<file path="src/hw/rtl/atoi_pkg.sv">
`default_nettype none

package atoi_pkg;

  localparam int unsigned CharW  = 8;
  localparam int unsigned RadixW = 5;
  localparam int unsigned ValueW = 64;
  localparam int unsigned CharsW = 16;

  localparam logic [RadixW-1:0] RadixAuto = 5'd0;
  localparam logic [RadixW-1:0] RadixOct  = 5'd8;
  localparam logic [RadixW-1:0] RadixDec  = 5'd10;
  localparam logic [RadixW-1:0] RadixHex  = 5'd16;
  localparam logic [RadixW-1:0] DigitNone = 5'd16;

  localparam logic [CharW-1:0] CaseBit = 8'h20;
  localparam logic [CharW-1:0] ChrZero = 8'h30;
  localparam logic [CharW-1:0] ChrNine = 8'h39;
  localparam logic [CharW-1:0] ChrLowA = 8'h61;
  localparam logic [CharW-1:0] ChrLowF = 8'h66;
  localparam logic [CharW-1:0] ChrLowX = 8'h78;

  // controller -> datapath, valid for one accepted transaction
  typedef struct packed {
    logic              load;     // update the string state
    logic              clear;    // start from zero value, count and overflow
    logic              set_two;  // force the count to two (hex prefix)
    logic              bump;     // count one character without a digit
    logic              take;     // accumulate the current digit
    logic              emit;     // capture a result into the output register
    logic [RadixW-1:0] radix;    // radix that applies from this transaction on
  } cmd_t;

  // datapath -> controller
  typedef struct packed {
    logic [RadixW-1:0] digit;     // digit value, DigitNone for a non-digit
    logic              is_zero;   // character is '0'
    logic              is_x;      // character is 'x' or 'X'
    logic [RadixW-1:0] radix_in;  // requested radix, clamped to 16
    logic [RadixW-1:0] radix_q;   // radix held for the current string
  } sts_t;

endpackage

`default_nettype wire

</file>
<file path="src/hw/rtl/atoi_dp.sv">
`default_nettype none

module atoi_dp #(
  parameter int unsigned COUNT_BITS = 16
) (
  input  wire logic                          clk_i,
  input  wire logic [atoi_pkg::CharW-1:0]    char_i,
  input  wire logic [atoi_pkg::RadixW-1:0]   radix_i,
  input  wire atoi_pkg::cmd_t                cmd_i,
  output atoi_pkg::sts_t                     sts_o,
  output logic      [atoi_pkg::ValueW-1:0]   value_o,
  output logic      [atoi_pkg::CharsW-1:0]   chars_used_o,
  output logic                               overflowed_o,
  output logic      [atoi_pkg::RadixW-1:0]   radix_used_o
);

  localparam int unsigned CntW  = (COUNT_BITS > atoi_pkg::CharsW) ? atoi_pkg::CharsW
                                                                  : COUNT_BITS;
  localparam int unsigned ProdW = atoi_pkg::ValueW + atoi_pkg::RadixW;

  logic [atoi_pkg::ValueW-1:0] acc_q, acc_d, acc_base;
  logic                        ovf_q, ovf_d, ovf_base;
  logic [CntW-1:0]             cnt_q, cnt_d, cnt_base;
  logic [atoi_pkg::RadixW-1:0] radix_q;
  logic [atoi_pkg::CharW-1:0]  lower;
  logic [atoi_pkg::RadixW-1:0] digit;
  logic [ProdW-1:0]            prod, sum;

  // character classification
  always_comb begin
    lower = char_i | atoi_pkg::CaseBit;
    if (char_i >= atoi_pkg::ChrZero && char_i <= atoi_pkg::ChrNine) begin
      digit = atoi_pkg::RadixW'(char_i - atoi_pkg::ChrZero);
    end else if (lower >= atoi_pkg::ChrLowA && lower <= atoi_pkg::ChrLowF) begin
      digit = atoi_pkg::RadixW'(lower - atoi_pkg::ChrLowA + 8'd10);
    end else begin
      digit = atoi_pkg::DigitNone;
    end
  end

  always_comb begin
    sts_o.digit    = digit;
    sts_o.is_zero  = (char_i == atoi_pkg::ChrZero);
    sts_o.is_x     = (lower == atoi_pkg::ChrLowX);
    sts_o.radix_in = (radix_i > atoi_pkg::RadixHex) ? atoi_pkg::RadixHex : radix_i;
    sts_o.radix_q  = radix_q;
  end

  // accumulate: value * radix + digit, carry-out above 64 bits marks overflow
  always_comb begin
    acc_base = cmd_i.clear ? '0 : acc_q;
    ovf_base = cmd_i.clear ? 1'b0 : ovf_q;
    if (cmd_i.clear) begin
      cnt_base = '0;
    end else if (cmd_i.set_two) begin
      cnt_base = CntW'(2);
    end else begin
      cnt_base = cnt_q;
    end

    prod = ProdW'(acc_base) * ProdW'(cmd_i.radix);
    sum  = prod + ProdW'(digit);

    if (cmd_i.take) begin
      acc_d = sum[atoi_pkg::ValueW-1:0];
      ovf_d = ovf_base | (|sum[ProdW-1:atoi_pkg::ValueW]);
    end else begin
      acc_d = acc_base;
      ovf_d = ovf_base;
    end

    // saturate the character count
    if ((cmd_i.take || cmd_i.bump) && (cnt_base != '1)) begin
      cnt_d = cnt_base + CntW'(1);
    end else begin
      cnt_d = cnt_base;
    end
  end

  always_ff @(posedge clk_i) begin
    if (cmd_i.load) begin
      acc_q   <= acc_d;
      ovf_q   <= ovf_d;
      cnt_q   <= cnt_d;
      radix_q <= cmd_i.radix;
    end
    if (cmd_i.emit) begin
      value_o      <= acc_d;
      chars_used_o <= atoi_pkg::CharsW'(cnt_d);
      overflowed_o <= ovf_d;
      radix_used_o <= cmd_i.radix;
    end
  end

endmodule

`default_nettype wire

</file>
<file path="src/hw/rtl/atoi_ctrl.sv">
`default_nettype none

module atoi_ctrl (
  input  wire logic           clk_i,
  input  wire logic           rst_ni,
  input  wire logic           in_valid_i,
  output logic                in_ready_o,
  input  wire logic           start_i,
  input  wire logic           final_i,
  output logic                out_valid_o,
  input  wire logic           out_ready_i,
  input  wire atoi_pkg::sts_t sts_i,
  output atoi_pkg::cmd_t      cmd_o
);

  localparam logic [1:0] PhIdle   = 2'd0;
  localparam logic [1:0] PhDigits = 2'd1;
  localparam logic [1:0] PhZero   = 2'd2;
  localparam logic [1:0] PhZeroX  = 2'd3;

  logic [1:0] phase_q, phase_d;
  logic       out_valid_q, out_valid_d;
  logic       fire;
  logic [atoi_pkg::RadixW-1:0] rad;
  logic [atoi_pkg::RadixW-1:0] rad_oct;

  assign in_ready_o  = !out_valid_q || out_ready_i;
  assign out_valid_o = out_valid_q;
  assign fire        = in_valid_i && in_ready_o;

  // radix held so far, with automatic mode falling back to octal
  assign rad_oct = (sts_i.radix_q == atoi_pkg::RadixAuto) ? atoi_pkg::RadixOct
                                                          : sts_i.radix_q;

  always_comb begin
    cmd_o   = '0;
    phase_d = phase_q;
    rad     = sts_i.radix_q;

    if (fire) begin
      if (start_i) begin
        cmd_o.load  = 1'b1;
        cmd_o.clear = 1'b1;
        if ((sts_i.radix_in == atoi_pkg::RadixAuto || sts_i.radix_in == atoi_pkg::RadixHex)
            && sts_i.is_zero) begin
          // leading zero: radix still open, count the zero
          cmd_o.bump  = 1'b1;
          cmd_o.emit  = final_i;
          cmd_o.radix = (final_i && sts_i.radix_in == atoi_pkg::RadixAuto)
                        ? atoi_pkg::RadixOct : sts_i.radix_in;
          phase_d     = PhZero;
        end else begin
          rad = (sts_i.radix_in == atoi_pkg::RadixAuto) ? atoi_pkg::RadixDec
                                                        : sts_i.radix_in;
          cmd_o.radix = rad;
          cmd_o.take  = (rad != '0) && (sts_i.digit < rad);
          cmd_o.emit  = !cmd_o.take || final_i;
          phase_d     = PhDigits;
        end
      end else begin
        unique case (phase_q)
          PhIdle: begin
            phase_d = PhIdle;
          end
          PhZero: begin
            cmd_o.load = 1'b1;
            if (sts_i.is_x) begin
              if (final_i) begin
                // prefix ends the string: the zero alone is the number
                cmd_o.radix   = rad_oct;
                cmd_o.set_two = (sts_i.radix_q != atoi_pkg::RadixAuto);
                cmd_o.emit    = 1'b1;
              end else begin
                cmd_o.radix = sts_i.radix_q;
              end
              phase_d = PhZeroX;
            end else begin
              cmd_o.radix = rad_oct;
              cmd_o.take  = (sts_i.digit < rad_oct);
              cmd_o.emit  = !cmd_o.take || final_i;
              phase_d     = PhDigits;
            end
          end
          PhZeroX: begin
            cmd_o.load = 1'b1;
            if (sts_i.digit != atoi_pkg::DigitNone) begin
              cmd_o.radix   = atoi_pkg::RadixHex;
              cmd_o.set_two = 1'b1;
              cmd_o.take    = 1'b1;
              cmd_o.emit    = final_i;
              phase_d       = PhDigits;
            end else begin
              cmd_o.radix   = rad_oct;
              cmd_o.set_two = (sts_i.radix_q != atoi_pkg::RadixAuto);
              cmd_o.emit    = 1'b1;
            end
          end
          PhDigits: begin
            cmd_o.load  = 1'b1;
            cmd_o.radix = sts_i.radix_q;
            cmd_o.take  = (sts_i.radix_q != '0) && (sts_i.digit < sts_i.radix_q);
            cmd_o.emit  = !cmd_o.take || final_i;
          end
          default: begin
            phase_d = PhIdle;
          end
        endcase
      end
      if (cmd_o.emit) begin
        phase_d = PhIdle;
      end
    end
  end

  always_comb begin
    if (cmd_o.emit) begin
      out_valid_d = 1'b1;
    end else if (out_ready_i) begin
      out_valid_d = 1'b0;
    end else begin
      out_valid_d = out_valid_q;
    end
  end

  always_ff @(posedge clk_i or negedge rst_ni) begin
    if (!rst_ni) begin
      phase_q     <= PhIdle;
      out_valid_q <= 1'b0;
    end else begin
      phase_q     <= phase_d;
      out_valid_q <= out_valid_d;
    end
  end

endmodule

`default_nettype wire

</file>
<file path="src/hw/rtl/ascii_to_unsigned_integer.sv">
// Streaming unsigned integer parser, strtoull style.
// Input stream: one character per transaction. tuser marks the first character
// of a string, whose tdata also carries the requested radix (0 = automatic,
// above 16 taken as 16). tlast marks the last character; the end of the
// string then acts as a terminator.
// Output stream: one transaction per string, at the first non-digit or after
// the tlast character: value modulo 2^64, characters consumed (prefix
// included, terminator not), the radix applied, and the overflow flag in tuser.
// Throughput: one character per cycle while s_axis_tready is high. The accumulate
// step (64 x 5 bit multiply, digit add, carry-out check) finishes within the
// accepting cycle. The result shows on m_axis_tvalid in the cycle after the
// terminating transaction is accepted.
// Stall: the result waits in the output register; s_axis_tready drops only
// while that register is full and m_axis_tready is low, so no character is lost.
// Reset: the parser goes idle, waiting for a start character; characters
// without start while idle are dropped. A start in mid-string discards it.
`default_nettype none

module ascii_to_unsigned_integer #(
  parameter int unsigned COUNT_BITS = 16
) (
  input  wire logic        clk_i,
  input  wire logic        rst_ni,
  input  wire logic        s_axis_tvalid,
  output logic             s_axis_tready,
  input  wire logic [15:0] s_axis_tdata,   // character [7:0], radix [12:8], zero [15:13]
  input  wire logic        s_axis_tuser,   // start_req
  input  wire logic        s_axis_tlast,   // final_req
  output logic             m_axis_tvalid,
  input  wire logic        m_axis_tready,
  output logic [87:0]      m_axis_tdata,   // value [63:0], chars_used [79:64],
                                           // radix_used [84:80], zero [87:85]
  output logic             m_axis_tuser    // overflowed
);

  atoi_pkg::cmd_t cmd;
  atoi_pkg::sts_t sts;

  logic [atoi_pkg::ValueW-1:0] value;
  logic [atoi_pkg::CharsW-1:0] chars_used;
  logic [atoi_pkg::RadixW-1:0] radix_used;

  atoi_ctrl u_ctrl (
    .clk_i       (clk_i),
    .rst_ni      (rst_ni),
    .in_valid_i  (s_axis_tvalid),
    .in_ready_o  (s_axis_tready),
    .start_i     (s_axis_tuser),
    .final_i     (s_axis_tlast),
    .out_valid_o (m_axis_tvalid),
    .out_ready_i (m_axis_tready),
    .sts_i       (sts),
    .cmd_o       (cmd)
  );

  atoi_dp #(
    .COUNT_BITS (COUNT_BITS)
  ) u_dp (
    .clk_i        (clk_i),
    .char_i       (s_axis_tdata[7:0]),
    .radix_i      (s_axis_tdata[12:8]),
    .cmd_i        (cmd),
    .sts_o        (sts),
    .value_o      (value),
    .chars_used_o (chars_used),
    .overflowed_o (m_axis_tuser),
    .radix_used_o (radix_used)
  );

  assign m_axis_tdata = {3'b000, radix_used, chars_used, value};

`ifndef SYNTHESIS
  // input stalls only behind a held result
  assert property (@(posedge clk_i) disable iff (!rst_ni)
    !s_axis_tready |-> (m_axis_tvalid && !m_axis_tready))
    else $error("input stalled without a pending result");

  // automatic mode always resolves to a real radix
  assert property (@(posedge clk_i) disable iff (!rst_ni)
    m_axis_tvalid |-> (radix_used != 5'd0) && (radix_used <= 5'd16))
    else $error("result radix out of range");

  // no character consumed means no digit was accumulated
  assert property (@(posedge clk_i) disable iff (!rst_ni)
    (m_axis_tvalid && (chars_used == 16'd0)) |-> ((value == 64'd0) && !m_axis_tuser))
    else $error("value without consumed characters");

  // a result is captured only from an accepted transaction
  assert property (@(posedge clk_i) disable iff (!rst_ni)
    (m_axis_tvalid && !$past(m_axis_tvalid)) |->
      $past(s_axis_tvalid && s_axis_tready))
    else $error("result appeared without an input transaction");
`endif

endmodule

`default_nettype wire
</file>
<file path="config.mk">
export PLATFORM = sky130hd
export DESIGN_NAME = ascii_to_unsigned_integer
export DESIGN_NICKNAME = d
export VERILOG_FILES = /design/src/hw/rtl/atoi_pkg.sv /design/src/hw/rtl/atoi_dp.sv /design/src/hw/rtl/atoi_ctrl.sv /design/src/hw/rtl/ascii_to_unsigned_integer.sv
export SDC_FILE = /design/constraint.sdc
export NUM_CORES = 1
export LEC_CHECK = 0
export BUFFER_PORTS_ARGS = -buffer_cell sky130_fd_sc_hd__buf_2
export CORE_ASPECT_RATIO = 0.7
export CORE_MARGIN = 5
export CORE_UTILIZATION = 48
export CTS_BUF_LIST = sky130_fd_sc_hd__clkbuf_8
export CTS_CLUSTER_DIAMETER = 50
export DETAILED_ROUTE_END_ITERATION = 16
export PLACE_DENSITY = 0.73
export RECOVER_POWER = 50
export SYNTH_ARGS = -nofsm -noshare
export SYNTH_HDL_FRONTEND = slang
export SYNTH_HIERARCHICAL = 1
export SYNTH_SLANG_ARGS = --single-unit
</file>
<file path="constraint.sdc">
create_clock -name clk_i -period 11.9 [get_ports clk_i]
set_input_delay 0.595 -clock clk_i [delete_from_list [all_inputs] [get_ports clk_i]]
set_output_delay 0.595 -clock clk_i [all_outputs]
set_load 0.01 [all_outputs]
</file>
==> results by group, run 1 <==
Drt
  • Final wirelength: 46500 µm
  • Routed vias/inst: 5.68
  • Detailed Routing Iterations Pass 1: 6
  • Iteration-0 DRC Markers: 1381
  • DRT antenna net count: 0
  • Via count: 14400
  • DR DRC count: 0
  • DR WL/cell: 18.3 µm

Timing
  • Period utilization: 0.829
  • Final Max Tran Viols: 91
  • Worst-Margin Slew: 3.73 ns
  • Hold slack: 0.427 ns
  • Setup_tns: 0 ns
  • Fin. Hold Viols: 0
  • Fmax achieved: 0.101 GHz
  • Max Clock Skew: 0.0233 ns
  • RSZ-0062 raised after global routing: no
  • # setup viols final: 0
  • Tmin final: 9.87 ns
  • Relative slew margins: -1.48

Worst setup path
  • Critical path data required time: 12.18 ns
  • Crit Path Max Fanout: 36
  • Reg2Reg Setup Slack: 3.33 ns
  • Crit path buffers/inverters: 6
  • Family with the most delay on the worst path: compound AO/OA/AOI/OAI gates
  • Setup crit end kind: flop
  • Worst setup SP type: input port
  • Max incr delay on CP: 1.03 ns
  • Worst path arrival time: 10.14 ns
  • Crit Path Category: in -> reg
  • Slowest-stage cell, CP: clkbuf_1

Global route
  • GRT met1 Usage: 0.343
  • Largest net degree at the start of global routing: 64
  • Met2 usage: 0.315
  • Met3 Use GR: 0.0500
  • Overflow after GRT: 0
  • GR peak layer: met1
  • Initial antenna violation count: 0
  • GRT Util Overall: 0.220
  • First-pass GRT wire length: 76700 µm
  • Vias in the first global route: 14200

Outcome
  • Failing checks: max-capacitance violations, max-slew violations
  • Status: complete, but fails checks

Power
  • Gate power share: 0.302
  • Clock network fraction of total power: 0.253
  • Switching power: 703 µW
  • Switch share: 0.385
  • Power Density: 91.4 nW/µm²
  • Sequential share of power: 0.445
  • Peak supply drop: 0.0675 mV
  • Internal Power: 1.12 mW
  • Pleak: 8.71 nW

Yosys
  • Syn Inst Count: 1949
  • Synthesis warning total: 6
  • Synth Area per Inst: 9.58 µm²
  • Number of synthesized flops with an enable pin: 172
  • Post-synthesis sequential area ratio: 0.281
  • Post-Synthesis Cell Area: 18700 µm²
  • Top cell type by total area after synthesis: edfxtp_1
  • Post-synth cell types: 76
  • Area share of the largest cell type after synthesis: 0.277
  • Async set-reset flop share out of synthesis: 0.0171
  • Synthesized flop and latch total: 175
  • Top_reg_cell synth: edfxtp_1
  • Synth area leaders: edfxtp_1 28%, fa_1 20%, ha_1 10%

CTS
  • Worst-Skew Late Latency: 0.52 ns
  • H-tree Lvls: 4
  • Clk sink count: 175
  • CTS clock-pin slew for the worst setup and hold paths: 0.12 ns
  • Root Driver: clkbuf_8
  • CTS tree: done
  • Post-CTS setup repair buffer count: 0
  • Cts bufs inserted: 17
  • CTS Buffer Depth: 2

Layout
  • Nets: 2359
  • Area of the multi-input gates: 12400 µm²
  • FILL cells: 3508
  • Area Overhead vs Synth: 6.91%
  • Antenna diode count: 0
  • Fraction of layout cells with a size suffix above 1: 0.0543
  • FF+latch area: 5240 µm²
  • Fin area: 20000 µm²
  • Finished Core Util: 0.519
  • Final Non-Filler Cells: 2536

Floorplan
  • Die width: 246 µm
  • Initial Utilization: 0.486
  • CORE AREA: 38400 µm²
  • Cell Rows: 60
  • IO Count: 113
  • Die footprint: 43000 µm²
  • Die span in y: 175 µm

Flow run
  • Max-cap violations: 2

Placed design
  • IO buf count: 106
  • GP Congestion: 0.945
  • Placed instance area: 19700 µm²
  • Hpwl dp: 35200 µm
  • Placed cell count: 2503

Worst hold path
  • Min-delay worst type: in -> async
==> layer usage <==
metal / part of all wire / vias up
met3: 0.081 / 47
met4: 0.014 / 0
met2: 0.41 / 548
met5: 0 / -
met1: 0.49 / 7116
li1: - / 6703
==> power by group through the flow <==
stage / clock (mW) / combinational [mW] / sequential [mW]
global placement: 0 / 0.540 / 0.820
global route: 0.499 / 0.617 / 0.820
floorplan: 0 / 0.378 / 0.823
CTS: 0.473 / 0.558 / 0.808
finish: 0.461 / 0.551 / 0.812
detailed placement: 0 / 0.552 / 0.821
==> logic make-up (layout without fill, tap and decap cells) <==
| family | Yosys count | count (layout) | share of synthesized area |
|---|---|---|---|
| AND/OR/NAND/NOR | 717 | 717 | 0.194 |
| other | 1 | 3 | 0.000201 |
| buffers and inverters | 290 | 348 | 0.0606 |
| XOR/XNOR | 71 | 71 | 0.0333 |
| flip-flops | 175 | 175 | 0.281 |
| multiplexers | 20 | 20 | 0.0120 |
| AO/OA/AOI/OAI | 334 | 334 | 0.114 |
| adder cells (fa/ha/maj) | 341 | 341 | 0.305 |
==> Yosys cell counts, types with 8 or more instances <==
cell        n
nand2_1   288
inv_1     193
fa_1      191
edfxtp_1  172
ha_1      150
and2_1    145
o21ai_0    96
a21oi_1    95
nor2_1     81
clkbuf_1   72
a21o_1     37
nor2b_1    37
nand3b_1   36
xnor2_1    36
xor2_1     35
nand4_1    29
nand3_1    22
mux2_2     19
buf_2      16
nor3_1     16
nand2b_1   15
o21bai_1   13
a31oi_1    11
or3_1       9
nor4_1      8
o21a_1      8
==> path summary, 6_finish.rpt <==
check,start,to,depth (start not counted)
setup / recovery,s_axis_tdata[0],u_dp/ovf_q,32
hold / removal,rst_ni,u_ctrl/phase_q[1],2
setup reg to reg,u_ctrl/out_valid_o,u_dp/value_o[52],23
hold reg to reg,u_ctrl/out_valid_o,u_ctrl/out_valid_o,2
max in group asynchronous,rst_ni,u_ctrl/phase_q[0],2
min in group clk_i,s_axis_tvalid,u_ctrl/out_valid_o,3
==> metrics by stage <==
step	worst slack, ns	power [mW]
final	2.03	1.82
after global routing	1.46	1.94
after CTS	3.05	1.84
after detailed placement	2.55	1.37
after global placement	2.60	1.36
after floorplan	1.67	1.20
==> layout by cell type (no fill, tap or decap), drive strengths merged, types with 15 or more instances in the layout <==
cell,count
nand2,288
inv,200
fa,191
edfxtp,172
ha,150
and2,145
clkbuf,113
o21ai,102
a21oi,95
nor2,81
a21o,37
nor2b,37
nand3b,36
xnor2,36
xor2,35
nand4,29
buf,25
nand3,22
mux2,19
nor3,17
nand2b,15
==> registers in the layout, summed over array words and instances (netlist names) <==
name,count
u_dp/acc_q,64
u_dp/value_o,64
u_dp/chars_used_o,16
u_dp/cnt_q,16
u_dp/radix_q,5
u_dp/radix_used_o,5
u_ctrl/phase_q,2
u_ctrl/out_valid_o,1
u_dp/overflowed_o,1
u_dp/ovf_q,1
==> repair_timing <==
action | 4_1_cts | 5_1_grt
hold endpoints to repair | 3 | 0
hold buffers | 1 | 0
resized for setup | 0 | 0
==> layout make-up <==
| type | instances | area share |
|---|---|---|
| inverter | 194 | 0.0365 |
| tap | 527 | 0.0330 |
| sequential | 175 | 0.263 |
| multi-input combinational | 1486 | 0.619 |
| clock inverter | 15 | 0.0105 |
| clock buffer | 17 | 0.0117 |
| timing repair buffer | 122 | 0.0266 |
Power figures use the tool's default switching activity.
==> run 2, diff against run 1 <==
--- a/config.mk
+++ b/config.mk
@@ -5,6 +5,7 @@
 export SDC_FILE = /design/constraint.sdc
 export NUM_CORES = 1
 export LEC_CHECK = 0
+export ABC_AREA = 1
 export BUFFER_PORTS_ARGS = -buffer_cell sky130_fd_sc_hd__buf_2
 export CORE_ASPECT_RATIO = 0.7
 export CORE_MARGIN = 5
==> constraint.sdc (replaced) <==
create_clock -name clk_i -period 9.15 [get_ports clk_i]
set_input_delay 0.4575 -clock clk_i [delete_from_list [all_inputs] [get_ports clk_i]]
set_output_delay 0.4575 -clock clk_i [all_outputs]
set_load 0.01 [all_outputs]
==> results by group, run 2 <==
Outcome
  • Status: complete, but fails checks
  • Failing checks: max-capacitance violations, max-slew violations

Layout
  • Largest regs: u_dp/acc_q x64, u_dp/value_o x64
  • Most common cell after layout, fill and taps aside: nand2_1
  • Antenna diode count: 0
  • Nets: 2983
  • Area Overhead vs Synth: 7.15%
  • Fin area: 21000 µm²
  • Most frequent cells in the layout: 705 x nand2_1, 455 x inv_1, 331 x nor2_1, 191 x fa_1, 172 x edfxtp_1
  • Fraction of layout cells with a size suffix above 1: 0.0399
  • Final Non-Filler Cells: 3168

Placed design
  • Hpwl dp: 43600 µm
  • GP Congestion: 0.987
  • Placed instance area: 20700 µm²
  • IO buf count: 106
  • Placed cell count: 3135

Global route
  • Vias in the first global route: 16400
  • First-pass GRT wire length: 87800 µm
  • Largest net degree at the start of global routing: 80
  • GRT Util Overall: 0.248
  • Overflow after GRT: 0
  • Initial antenna violation count: 0

Worst setup path
  • Critical path data required time: 9.40 ns
  • Reg2Reg Setup Slack: 1.67 ns
  • Worst setup SP type: input port
  • Setup crit end kind: flop
  • FF-to-FF End: u_dp/acc_q[46]
  • R2R depth: 24
  • Max incr delay on CP: 0.59 ns
  • Worst Setup EP: u_dp/acc_q[46]
  • Crit Path Max Fanout: 36
  • Crit path from: s_axis_tdata[1]
  • Worst path arrival time: 7.82 ns
  • Reg-to-Reg Start: u_ctrl/out_valid_o
  • Crit Path Category: in -> reg
  • Crit path top cell by count: nand2_1
  • Slowest-stage cell, CP: o21ai_0

Yosys
  • Synthesis warning total: 6
  • Synth area leaders: edfxtp_1 26%, fa_1 20%, nand2_1 14%
  • Top cells by count, synth: 705 x nand2_1, 456 x inv_1, 333 x nor2_1
  • Post-Synthesis Cell Area: 19600 µm²
  • Top cell type by total area after synthesis: edfxtp_1
  • Most common cell in the netlist: nand2_1
  • Post-synth cell types: 51
  • Area share of the largest cell type after synthesis: 0.264
  • Top_reg_cell synth: edfxtp_1
  • Number of synthesized flops with an enable pin: 172
  • Syn Inst Count: 2538
  • Post-synthesis sequential area ratio: 0.268
  • Async set-reset flop share out of synthesis: 0.0171
  • Synth Area per Inst: 7.71 µm²
  • Synthesized flop and latch total: 175

Timing
  • Fin. Hold Viols: 0
  • Worst-Margin Slew: 3.42 ns
  • # setup viols final: 0
  • Tmin final: 7.58 ns
  • Final Max Tran Viols: 97
  • Max Clock Skew: 0.0226 ns
  • RSZ-0062 raised after global routing: no
  • Period utilization: 0.828
  • Setup_tns: 0 ns
  • Relative slew margins: -1.28
  • Fmax achieved: 0.132 GHz

CTS
  • Root Driver: clkbuf_8
  • CTS tree: done
  • CTS Buffer Depth: 2
  • Worst-Skew Late Latency: 0.52 ns
  • Cts bufs inserted: 17
  • CTS clock-pin slew for the worst setup and hold paths: 0.11 ns
  • Clk sink count: 175
  • H-tree Lvls: 4
  • Post-CTS setup repair buffer count: 0

Drt
  • DR DRC count: 0
  • DRT antenna net count: 0
  • DR WL/cell: 17.2 µm
  • Final wirelength: 54500 µm
  • Iteration-0 DRC Markers: 1398
  • Routed vias/inst: 5.26
  • Via count: 16700
  • Detailed Routing Iterations Pass 1: 5

Floorplan
  • IO Count: 113
  • Die footprint: 45000 µm²
  • Initial Utilization: 0.490
  • Die span in y: 179 µm
  • Die width: 251 µm
  • Cell Rows: 61
  • CORE AREA: 40000 µm²

Worst hold path
  • Min-delay worst type: in -> reg

Power
  • Power Density: 129 nW/µm²
  • Power, Total: 2.71 mW
  • Pleak: 10.2 nW
  • Peak supply drop: 0.0886 mV

Flow run
  • Max-cap violations: 2
run 2: report_power, final:
part | switching [mW] | total (mW) | internal [mW]
sequential | 0.0393 | 1.10 | 1.06
clock | 0.367 | 0.575 | 0.208
combinational | 0.721 | 1.04 | 0.321
run 2: layout make-up:
| class | instances | area (µm²) |
|---|---|---|
| fill | 3906 | 19000 |
| multi-input combinational | 1840 | 12400 |
| sequential | 175 | 5240 |
| inverter | 464 | 1740 |
| tap | 535 | 669 |
| timing repair buffer | 122 | 533 |
| clock buffer | 17 | 234 |
| clock inverter | 15 | 161 |
run 2: kinds of logic after synthesis:
group | after synthesis | share of synthesized area
buffers and inverters | 525 | 0.102
other | 1 | 0.000192
xor gates and xnor gates | 51 | 0.0228
AOI/OAI and AO/OA | 258 | 0.0724
adders and majority gates | 341 | 0.291
DFF | 175 | 0.268
and+or+nand+nor | 1187 | 0.243
run 2: what timing repair did:
action,in CTS,in global routing
hold buffers,1,0
resized for setup,0,0
hold endpoints to repair,3,0
run 2: routing by layer:
metal | up-vias | track usage | wire length [µm]
li1 | 8063 | - | -
met1 | 7940 | 0.363 | 26200
met2 | 589 | 0.390 | 23500
met3 | 58 | 0.0431 | 3890
met4 | 0 | 0.0523 | 932
met5 | - | 0 | 0
run 2: how the worst min path moves through the flow:
stage | start | end | slack [ns] | cells past startpoint
after floorplan | rst_ni | u_ctrl/out_valid_o | 0.16 | 0
after global placement | rst_ni | u_ctrl/out_valid_o | 0.26 | 1
after detailed placement | rst_ni | u_ctrl/out_valid_o | 0.27 | 1
after CTS | m_axis_tready | u_ctrl/out_valid_o | 0.18 | 4
after global routing | m_axis_tready | u_ctrl/out_valid_o | 0.21 | 4
final | m_axis_tready | u_ctrl/out_valid_o | 0.22 | 4
run 2: worst max-delay path, delay by kind of cell:
family / cells / cell delay [ns]
AND/OR/NAND/NOR: 15 / 2.45
buffers and inverters: 6 / 0.94
adder cells (fa/ha/maj): 5 / 1.98
AO/OA/AOI/OAI: 6 / 1.96
run 2: stage by stage:
stage	worst slack, ns	util	hold slack [ns]
4_1_cts	1.74	0.528	0.177
5_1_grt	1.05	0.525	0.210
3_5_place_dp	1.30	0.518	0.271
6_report	1.57	0.525	0.222
2_1_floorplan	1.32	-	0.162
3_3_place_gp	1.52	0.518	0.259
